<file path="config.mk">
export PLATFORM = sky130hd
export DESIGN_NAME = tga_pixel_stream_decoder
export DESIGN_NICKNAME = d
export VERILOG_FILES = /design/src/rtl/tga_pkg.sv /design/src/rtl/tga_cfg.sv /design/src/rtl/tga_front.sv /design/src/rtl/tga_exec.sv /design/src/rtl/tga_pixel_stream_decoder.sv
export VERILOG_INCLUDE_DIRS = /design/src /design/src/rtl
export SDC_FILE = /design/constraint.sdc
export NUM_CORES = 2
export LEC_CHECK = 0
export ABC_AREA = 1
export CAP_MARGIN = 10
export CORE_MARGIN = 3
export CORE_UTILIZATION = 55
export DETAILED_ROUTE_END_ITERATION = 6
export DONT_BUFFER_PORTS = 1
export PLACE_DENSITY = 0.71
export SYNTH_ARGS = -nofsm -noshare
export SYNTH_HDL_FRONTEND = slang
export SYNTH_SLANG_ARGS = --single-unit
</file>
<file path="constraint.sdc">
create_clock -name clk -period 14.4 [get_ports clk]
set_input_delay 1.44 -clock clk [delete_from_list [all_inputs] [get_ports clk]]
set_output_delay 1.44 -clock clk [all_outputs]
set_load 0.05 [all_outputs]
</file>
<file path="src/rtl/tga_pixel_stream_decoder_macros.svh">
// Assertion helpers used by the decoder's execute stage.
// Each module that uses them has clk and arst_n in scope.
`ifndef TGA_PIXEL_STREAM_DECODER_MACROS_SVH
`define TGA_PIXEL_STREAM_DECODER_MACROS_SVH

// The consequent must hold in the same cycle as the antecedent.
`define TGA_ASSERT_SAME(lbl, ante, cons, msg) \
	lbl: assert property (@(posedge clk) disable iff (!arst_n) (ante) |-> (cons)) \
		else $error(msg);

// The consequent must hold in the cycle after the antecedent.
`define TGA_ASSERT_NEXT(lbl, ante, cons, msg) \
	lbl: assert property (@(posedge clk) disable iff (!arst_n) (ante) |=> (cons)) \
		else $error(msg);

`endif

</file>
<file path="src/rtl/tga_pkg.sv">
package tga_pkg;

	// Depth of the queue between the byte front end and the execute stage.
	localparam int unsigned QDEPTH   = 2;
	localparam int unsigned QPTR_W   = $clog2(QDEPTH);
	localparam int unsigned QCNT_W   = $clog2(QDEPTH + 1);

	// Packet header: values below this start a literal packet.
	localparam logic [7:0] HDR_REPEAT_MIN = 8'd128;
	localparam logic [7:0] HDR_REPEAT_OFS = 8'd127;
	localparam logic [7:0] ALPHA_OPAQUE   = 8'hFF;

	typedef enum logic [1:0] {
		CFG_IMAGE_WIDTH      = 2'd0,
		CFG_IMAGE_HEIGHT     = 2'd1,
		CFG_HAS_ALPHA        = 2'd2,
		CFG_RUN_LENGTH_CODED = 2'd3
	} cfg_idx_t;

	typedef struct packed {
		logic [7:0] data_byte;
		logic       first_byte;
	} byte_item_t;

	typedef struct packed {
		logic [31:0] pixel_index;
		logic [7:0]  run_length;
		logic [7:0]  blue;
		logic [7:0]  green;
		logic [7:0]  red;
		logic [7:0]  alpha;
		logic        last;
	} run_item_t;

	// Configuration as seen by the execute stage, with the derived products.
	typedef struct packed {
		logic [15:0] image_width;
		logic [15:0] image_height;
		logic        has_alpha;
		logic        run_length_coded;
		logic [31:0] total;     // width * height
		logic [31:0] top_base;  // (height - 1) * width, modulo 2^32
	} cfg_view_t;

endpackage

</file>
<file path="src/rtl/tga_cfg.sv">
module tga_cfg (
	input  logic              clk,
	input  logic              arst_n,
	input  logic              cfg_valid,
	input  tga_pkg::cfg_idx_t cfg_index,
	input  logic [15:0]       cfg_data,
	output tga_pkg::cfg_view_t cfg_view
);
	import tga_pkg::*;

	logic [15:0] width_q;
	logic [15:0] height_q;
	logic        has_alpha_q;
	logic        rle_q;
	logic [31:0] total_q;
	logic [31:0] top_base_q;
	logic [31:0] product;

	assign product = 32'(width_q) * 32'(height_q);

	always_ff @(posedge clk or negedge arst_n) begin
		if (!arst_n) begin
			width_q     <= 16'd1;
			height_q    <= 16'd1;
			has_alpha_q <= 1'b0;
			rle_q       <= 1'b1;
			total_q     <= 32'd1;
			top_base_q  <= 32'd0;
		end else begin
			if (cfg_valid) begin
				unique case (cfg_index)
					CFG_IMAGE_WIDTH:      width_q     <= cfg_data;
					CFG_IMAGE_HEIGHT:     height_q    <= cfg_data;
					CFG_HAS_ALPHA:        has_alpha_q <= cfg_data[0];
					CFG_RUN_LENGTH_CODED: rle_q       <= cfg_data[0];
				endcase
			end
			// Products are registered and follow the registers in the next cycle.
			total_q    <= product;
			top_base_q <= product - 32'(width_q);
		end
	end

	assign cfg_view = '{
		image_width:      width_q,
		image_height:     height_q,
		has_alpha:        has_alpha_q,
		run_length_coded: rle_q,
		total:            total_q,
		top_base:         top_base_q
	};

endmodule

</file>
<file path="src/rtl/tga_front.sv">
module tga_front (
	input  logic                clk,
	input  logic                arst_n,
	input  logic                byte_valid,
	output logic                byte_stall,
	input  tga_pkg::byte_item_t byte_data,
	output logic                q_valid,
	output tga_pkg::byte_item_t q_head,
	input  logic                q_pop
);
	import tga_pkg::*;

	byte_item_t          slot_q [QDEPTH];
	logic [QPTR_W-1:0]   wr_ptr_q;
	logic [QPTR_W-1:0]   rd_ptr_q;
	logic [QCNT_W-1:0]   cnt_q;
	logic                push;
	logic                pop;

	assign byte_stall = (cnt_q == QCNT_W'(QDEPTH));
	assign push       = byte_valid && !byte_stall;
	assign q_valid    = (cnt_q != '0);
	assign pop        = q_pop && q_valid;
	assign q_head     = slot_q[rd_ptr_q];

	always_ff @(posedge clk) begin
		if (push) begin
			slot_q[wr_ptr_q] <= byte_data;
		end
	end

	always_ff @(posedge clk or negedge arst_n) begin
		if (!arst_n) begin
			wr_ptr_q <= '0;
			rd_ptr_q <= '0;
			cnt_q    <= '0;
		end else begin
			if (push) begin
				wr_ptr_q <= (wr_ptr_q == QPTR_W'(QDEPTH - 1)) ? '0 : wr_ptr_q + 1'b1;
			end
			if (pop) begin
				rd_ptr_q <= (rd_ptr_q == QPTR_W'(QDEPTH - 1)) ? '0 : rd_ptr_q + 1'b1;
			end
			if (push && !pop) begin
				cnt_q <= cnt_q + QCNT_W'(1);
			end else if (pop && !push) begin
				cnt_q <= cnt_q - QCNT_W'(1);
			end
		end
	end

endmodule

</file>
<file path="src/rtl/tga_exec.sv">
`include "tga_pixel_stream_decoder_macros.svh"

module tga_exec (
	input  logic                clk,
	input  logic                arst_n,
	input  tga_pkg::cfg_view_t  cfg_view,
	input  logic                q_valid,
	input  tga_pkg::byte_item_t q_head,
	output logic                q_pop,
	output logic                run_valid,
	input  logic                run_stall,
	output tga_pkg::run_item_t  run_data
);
	import tga_pkg::*;

	// Decoder state.
	logic [31:0] pixels_done_q;
	logic        expect_header_q;
	logic        repeat_q;
	logic [7:0]  packet_left_q;
	logic [1:0]  byte_in_pixel_q;
	logic [23:0] color_q;
	logic [15:0] column_q;
	logic [31:0] row_base_q;
	logic        image_done_q;

	// State after an optional new-image clear, then after this byte.
	logic [31:0] pd_e,  pd_d;
	logic        eh_e,  eh_d;
	logic        rep_e, rep_d;
	logic [7:0]  pl_e,  pl_d;
	logic [1:0]  bip_e, bip_d;
	logic [23:0] col_e, col_d;
	logic [15:0] cc_e,  cc_d;
	logic [31:0] rb_e,  rb_d;
	logic        dn_e,  dn_d;

	logic        emit;
	logic        complete;
	logic [31:0] left;
	logic [7:0]  count;
	logic [31:0] index;
	logic [7:0]  alpha;
	logic        last;
	logic [7:0]  b;

	logic        out_valid_q;
	run_item_t   out_q;
	logic        out_free;

	assign b        = q_head.data_byte;
	assign out_free = !out_valid_q || !run_stall;
	assign q_pop    = q_valid && out_free;

	always_comb begin
		// New image clears progress before the byte is looked at.
		pd_e  = q_head.first_byte ? 32'd0 : pixels_done_q;
		eh_e  = q_head.first_byte ? 1'b1  : expect_header_q;
		rep_e = q_head.first_byte ? 1'b0  : repeat_q;
		pl_e  = q_head.first_byte ? 8'd0  : packet_left_q;
		bip_e = q_head.first_byte ? 2'd0  : byte_in_pixel_q;
		col_e = q_head.first_byte ? 24'd0 : color_q;
		cc_e  = q_head.first_byte ? 16'd0 : column_q;
		rb_e  = q_head.first_byte ? 32'd0 : row_base_q;
		dn_e  = q_head.first_byte ? 1'b0  : image_done_q;

		pd_d  = pd_e;
		eh_d  = eh_e;
		rep_d = rep_e;
		pl_d  = pl_e;
		bip_d = bip_e;
		col_d = col_e;
		cc_d  = cc_e;
		rb_d  = rb_e;
		dn_d  = dn_e;

		emit     = 1'b0;
		complete = 1'b0;
		count    = 8'd1;
		index    = pd_e;
		alpha    = ALPHA_OPAQUE;
		last     = 1'b0;
		left     = cfg_view.total - pd_e;

		priority if (dn_e || pd_e >= cfg_view.total) begin
			dn_d = 1'b1;
		end else if (cfg_view.run_length_coded && (eh_e || pl_e == 8'd0)) begin
			// Packet header byte.
			if (b < HDR_REPEAT_MIN) begin
				rep_d = 1'b0;
				pl_d  = b + 8'd1;
			end else begin
				rep_d = 1'b1;
				pl_d  = b - HDR_REPEAT_OFS;
			end
			eh_d  = 1'b0;
			bip_d = 2'd0;
			col_d = 24'd0;
		end else begin
			unique case (bip_e)
				2'd0: col_d[7:0]   = b;
				2'd1: col_d[15:8]  = b;
				2'd2: col_d[23:16] = b;
				2'd3: col_d        = col_e;
			endcase
			complete = (bip_e == 2'd3) || (bip_e == 2'd2 && !cfg_view.has_alpha);
			if (!complete) begin
				bip_d = bip_e + 2'd1;
			end else begin
				bip_d = 2'd0;
				emit  = 1'b1;
				alpha = cfg_view.has_alpha ? b : ALPHA_OPAQUE;
				if (cfg_view.run_length_coded) begin
					count = rep_e ? pl_e : 8'd1;
					if (32'(count) > left) begin
						count = left[7:0];
					end
					index = pd_e;
					pd_d  = pd_e + 32'(count);
					pl_d  = rep_e ? 8'd0 : pl_e - 8'd1;
					if (pl_d == 8'd0) begin
						eh_d = 1'b1;
					end
				end else begin
					count = 8'd1;
					index = cfg_view.top_base - rb_e + 32'(cc_e);
					pd_d  = pd_e + 32'd1;
					if (17'(cc_e) + 17'd1 >= 17'(cfg_view.image_width)) begin
						cc_d = 16'd0;
						rb_d = rb_e + 32'(cfg_view.image_width);
					end else begin
						cc_d = cc_e + 16'd1;
					end
				end
				last = (pd_d >= cfg_view.total);
				if (last) begin
					dn_d = 1'b1;
				end
			end
		end
	end

	always_ff @(posedge clk or negedge arst_n) begin
		if (!arst_n) begin
			pixels_done_q   <= 32'd0;
			expect_header_q <= 1'b1;
			repeat_q        <= 1'b0;
			packet_left_q   <= 8'd0;
			byte_in_pixel_q <= 2'd0;
			color_q         <= 24'd0;
			column_q        <= 16'd0;
			row_base_q      <= 32'd0;
			image_done_q    <= 1'b0;
			out_valid_q     <= 1'b0;
		end else begin
			if (q_pop) begin
				pixels_done_q   <= pd_d;
				expect_header_q <= eh_d;
				repeat_q        <= rep_d;
				packet_left_q   <= pl_d;
				byte_in_pixel_q <= bip_d;
				color_q         <= col_d;
				column_q        <= cc_d;
				row_base_q      <= rb_d;
				image_done_q    <= dn_d;
			end
			if (q_pop && emit) begin
				out_valid_q <= 1'b1;
			end else if (!run_stall) begin
				out_valid_q <= 1'b0;
			end
		end
	end

	always_ff @(posedge clk) begin
		if (q_pop && emit) begin
			out_q <= '{
				pixel_index: index,
				run_length:  count,
				blue:        col_d[7:0],
				green:       col_d[15:8],
				red:         col_d[23:16],
				alpha:       alpha,
				last:        last
			};
		end
	end

	assign run_valid = out_valid_q;
	assign run_data  = out_q;

	`TGA_ASSERT_NEXT(a_last_sets_done, q_pop && emit && last, image_done_q, "last run did not close the image")
	`TGA_ASSERT_SAME(a_no_run_after_done, q_pop && !q_head.first_byte && image_done_q, !emit, "run emitted after image completed")
	`TGA_ASSERT_SAME(a_run_length_nonzero, out_valid_q, out_q.run_length != 8'd0, "run of zero pixels")

endmodule

</file>
<file path="src/rtl/tga_pixel_stream_decoder.sv">
// Channel  | Direction | Handshake                 | Payload
// ---------+-----------+---------------------------+-------------------------------
// byte     | in        | byte_valid / byte_stall   | byte_data  (data_byte, first_byte)
// run      | out       | run_valid  / run_stall    | run_data   (index, length, BGRA, last)
// cfg      | in        | cfg_valid  / cfg_ready    | cfg_index, cfg_data
//
// One image data byte is taken per cycle in steady state while the run output is not
// stalled. A byte is written into the queue and decoded from its head by the execute
// stage; the run for a byte that completes a pixel is registered as that byte is popped.
// The execute stage's per-byte update (compare against width*height, clip, add)
// sets the cycle time; the width*height product is registered in the config block.
// Reset (arst_n low) restores the register defaults and clears all decoder progress.
// A stalled run holds the execute stage; the two-entry queue keeps accepting until full.
module tga_pixel_stream_decoder (
	input  logic                clk,
	input  logic                arst_n,
	input  logic                byte_valid,
	output logic                byte_stall,
	input  tga_pkg::byte_item_t byte_data,
	output logic                run_valid,
	input  logic                run_stall,
	output tga_pkg::run_item_t  run_data,
	input  logic                cfg_valid,
	output logic                cfg_ready,
	input  tga_pkg::cfg_idx_t   cfg_index,
	input  logic [15:0]         cfg_data
);
	import tga_pkg::*;

	cfg_view_t  cfg_view;
	logic       q_valid;
	byte_item_t q_head;
	logic       q_pop;

	// Register writes are always taken; the host must write only while the decoder is idle, unchecked by the block.
	assign cfg_ready = 1'b1;

	tga_cfg u_cfg (
		.clk       (clk),
		.arst_n    (arst_n),
		.cfg_valid (cfg_valid),
		.cfg_index (cfg_index),
		.cfg_data  (cfg_data),
		.cfg_view  (cfg_view)
	);

	// Front end: accepts bytes into a short queue so that input and output stall apart.
	tga_front u_front (
		.clk        (clk),
		.arst_n     (arst_n),
		.byte_valid (byte_valid),
		.byte_stall (byte_stall),
		.byte_data  (byte_data),
		.q_valid    (q_valid),
		.q_head     (q_head),
		.q_pop      (q_pop)
	);

	// Execute stage: packet and pixel decoding, clipping, and the output register.
	tga_exec u_exec (
		.clk       (clk),
		.arst_n    (arst_n),
		.cfg_view  (cfg_view),
		.q_valid   (q_valid),
		.q_head    (q_head),
		.q_pop     (q_pop),
		.run_valid (run_valid),
		.run_stall (run_stall),
		.run_data  (run_data)
	);

endmodule

</file>
==> run metrics <==
critical path's most frequent cell=nand2_1; initial core utilization=a little under three fifths; FF-to-FF Start=u_front.rd_ptr_q; global route overflow=0; post-synthesis instance total=4341; area added between synthesis and finish=4.90%; RePlAce Congestion=0.943; global-route wire length before repair=between 100 and 150 mm; antenna violations before repair=1; clk sink count=~310; max-slew violation count=0; post-synthesis register bit count=just over 300; Ant. Diodes=0; outcome=finished clean; Distinct cells, synth=between 50 and 60; core area=57000 um^2; number of synthesized flops with an enable pin=slightly above 90; total number of yosys warnings=0; area of the die=around 60000 um^2; R2R depth=47; max-cap violations=0; class of the most critical hold timing path=register to register; number of top-level pins=108; worst reg2reg endpoint=u_exec.run_data[0]; nets in the synthesized netlist=between 4000 and 5000; sequential cell area=around 8200 um^2; cts hold-fix bufs=0; Hold Crit Endpoint=u_exec.pixels_done_q[31]; clock slew seen by the registers of the worst setup and hold paths=0.06 ns; vias in the first global route=about 27000; total negative slack=0 ns; post-route ant nets=0; Final HPWL DP=70.2 mm; sequential share of the synthesized area=between 20 and 30%; Hold Fails Final Rpt=0; htree depth=2; post-synthesis instance area=32100 um^2; Post-Syn Area per Cell=roughly 7.4 um^2; setup repair after global routing missed its margin=false; final worst-path cycle share=around three fifths; post-detailed-route DRC marker count=0; overall fraction of global-route tracks in use=between 30% and 40%; post-cts repair resize count=0; TritonCTS clock tree=done; crit end category=register; number of failing setup endpoints in the final timing report=0; largest net degree at the start of global routing=221; element type at the critical path start=register; drt first-iter violations=2211; Main synth FF type=dfrtp_1; share of synthesized flip-flops with an asynchronous set or reset=between 70% and 80%; worst-path maximum fanout=57; fraction of final layout cells sized beyond drive strength 1=3.66%; first-pass iteration count of the detailed router=6; total via count after detailed routing=27400; Worst-Margin Slew=~1.1 ns; Clock Skews=around 0.026 ns; vertical die dimension=~250 um; Final #Nets=4795; worst hold path cell count=2; slack of the worst reg-to-reg path=between 5 and 6 ns; worst hold start=u_exec.pixels_done_q[31]; CTS Root Buffer Type=clkbuf_16; final routed wire length divided by cell count=17.8 um; Worst slew margin=roughly 28%; multi-input logic area=about 20000 um^2; critical path data arrival time=approximately 8.8 ns; achievable frequency=between 100 and 150 MHz; Critical Setup Path Class=register to register; later-pin clock latency in the skew report=between 0.5 and 0.6 ns; Slowest Stage Delay on Critical Path=between 0.8 and 0.9 ns; Layout fillers=~5300; Die X=roughly 250 um; total length of routed wires=approximately 90 mm; number of buffers inserted to repair setup after CTS=0; slowest cell on the critical path=buf_4; endpoint required time on the critical path=roughly 15 ns; # port buffers=0; time the worst path needs with I/O delays and setup=approximately 8.5 ns; maximum count of clock buffers along a single path=3; number of placement rows=87; Avg Vias per Cell=5.44; cts bufs inserted=35
## cell families (layout without fill, tap and decap cells)
kind of cell	Yosys count	after routing	share of synthesized area (%)
XOR/XNOR	159	159	4.34
multiplexers	1	1	0.0312
AO/OA/AOI/OAI	580	580	9.83
AND/OR/NAND/NOR	1794	1794	23.4
other	1	1	0.0117
adder cells (fa/ha/maj)	504	504	24.7
flip-flops	311	311	25.7
buffers and inverters	991	936	12.0
## synth_stat cells, types with 4 or more instances
cell type	number	area share, %
o21bai_1	11	0.26
o21ai_1	16	0.25
a21oi_1	230	3.6
nor2_2	27	0.53
nor4_1	7	0.14
a211oi_1	5	0.12
clkbuf_1	94	1.1
a31oi_1	11	0.21
nand4_1	51	0.99
a32oi_1	4	0.11
nand2_1	1161	14
fa_1	214	13
o211ai_1	16	0.37
nor2_4	14	0.49
xnor2_1	41	1.1
buf_2	18	0.28
a21o_1	6	0.14
o21ai_0	219	3.4
nand3b_1	17	0.40
dfrtp_1	215	17
edfxtp_1	91	8.5
nand3_1	136	2.1
buf_1	13	0.15
nand2_2	9	0.18
a21boi_0	4	0.094
inv_1	842	9.8
nor3_2	4	0.12
inv_2	8	0.094
nor2_1	300	3.5
xor2_1	118	3.2
a22oi_1	9	0.21
ha_1	290	11
dfstp_2	5	0.41
nor3_1	49	0.76
buf_6	8	0.28
o21a_1	5	0.12
o22ai_1	35	0.68
## flip-flops by register name (all words and copies together) (netlist names)
name / count
u_front.rd_ptr_q: 1
u_exec.color_q: 24
u_front.wr_ptr_q: 1
u_exec.row_base_q: 32
u_front.cnt_q: 2
u_exec.run_valid: 1
u_cfg.top_base_q: 32
u_cfg.width_q: 16
u_cfg.has_alpha_q: 1
u_exec.byte_in_pixel_q: 2
u_exec.packet_left_q: 8
u_cfg.total_q: 32
u_exec.pixels_done_q: 32
u_exec.expect_header_q: 1
u_cfg.height_q: 16
u_exec.column_q: 16
u_exec.run_data: 73
u_cfg.rle_q: 1
u_front.slot_q: 18
u_exec.image_done_q: 1
u_exec.repeat_q: 1
## critical path: cells and delay by family (launching register included)
family	cells	cell delay (ns)
adder cells (fa/ha/maj)	4	1.22
AND/OR/NAND/NOR	29	3.58
buffers and inverters	6	1.32
AO/OA/AOI/OAI	6	1.12
XOR/XNOR	2	0.37
flip-flops	1	0.56
## final cells by class
| cell class | count | area share [%] |
|---|---|---|
| repair buffers | 18 | 0.401 |
| flip-flops and latches | 311 | 24.5 |
| clock buffers | 51 | 2.97 |
| clock inverters | 13 | 0.338 |
| well taps | 756 | 2.81 |
| multi-input cells | 3039 | 59.4 |
| inverters | 854 | 9.55 |
## worst max path at each step
| stage | start | endpoint | slack, ns | cells after the start |
|---|---|---|---|---|
| 5_1_grt | u_front.rd_ptr_q | u_exec.run_data[0] | 4.95 | 49 |
| 6_report | u_front.rd_ptr_q | u_exec.run_data[0] | 5.95 | 47 |
| 4_1_cts | u_front.rd_ptr_q | u_exec.run_data[0] | 6.02 | 49 |
| 2_1_floorplan | u_front.rd_ptr_q | u_exec.run_data[0] | 7.29 | 52 |
| 3_3_place_gp | u_front.rd_ptr_q | u_exec.run_data[0] | 6.18 | 49 |
| 3_5_place_dp | u_front.rd_ptr_q | u_exec.run_data[0] | 6.05 | 47 |
## layout by cell type, fill, tap and decap left out, drive strengths merged, types with 18 or more instances in the layout
cell type,n
dfrtp,215
a21oi,230
nand4,51
inv,853
o22ai,35
nand2,1173
xnor2,41
nand3,139
edfxtp,91
nor2,344
xor2,118
clkbuf,51
o21ai,235
buf,18
nor3,53
ha,290
fa,214
## per-layer routing
layer | track usage [%] | wire length [um] | vias up
li1 | - | - | 13400
met3 | 3.81 | 5540 | 207
met4 | 11.0 | 3600 | 0
met2 | 51.5 | 42700 | 869
met1 | 39.4 | 38000 | 12900
met5 | 0 | 0 | -
## through the flow
stage | cells | setup WS [ns] | hold WS (ns) | cell area [um^2] | utilization, %
after floorplan | 4341 | 7.29 | 0.448 | 32100 | -
after global placement | 4978 | 6.18 | 0.461 | 32500 | 57.1
after detailed placement | 4978 | 6.05 | 0.465 | 32500 | 57.1
after CTS | 5042 | 6.02 | 0.480 | 33700 | 59.0
after global routing | 5042 | 4.95 | 0.498 | 33700 | 59.0
final | 5042 | 5.95 | 0.474 | 33700 | 59.0
Power is not shown: default switching activity piles up to over one toggle a cycle in this logic, so the estimate is an artifact.
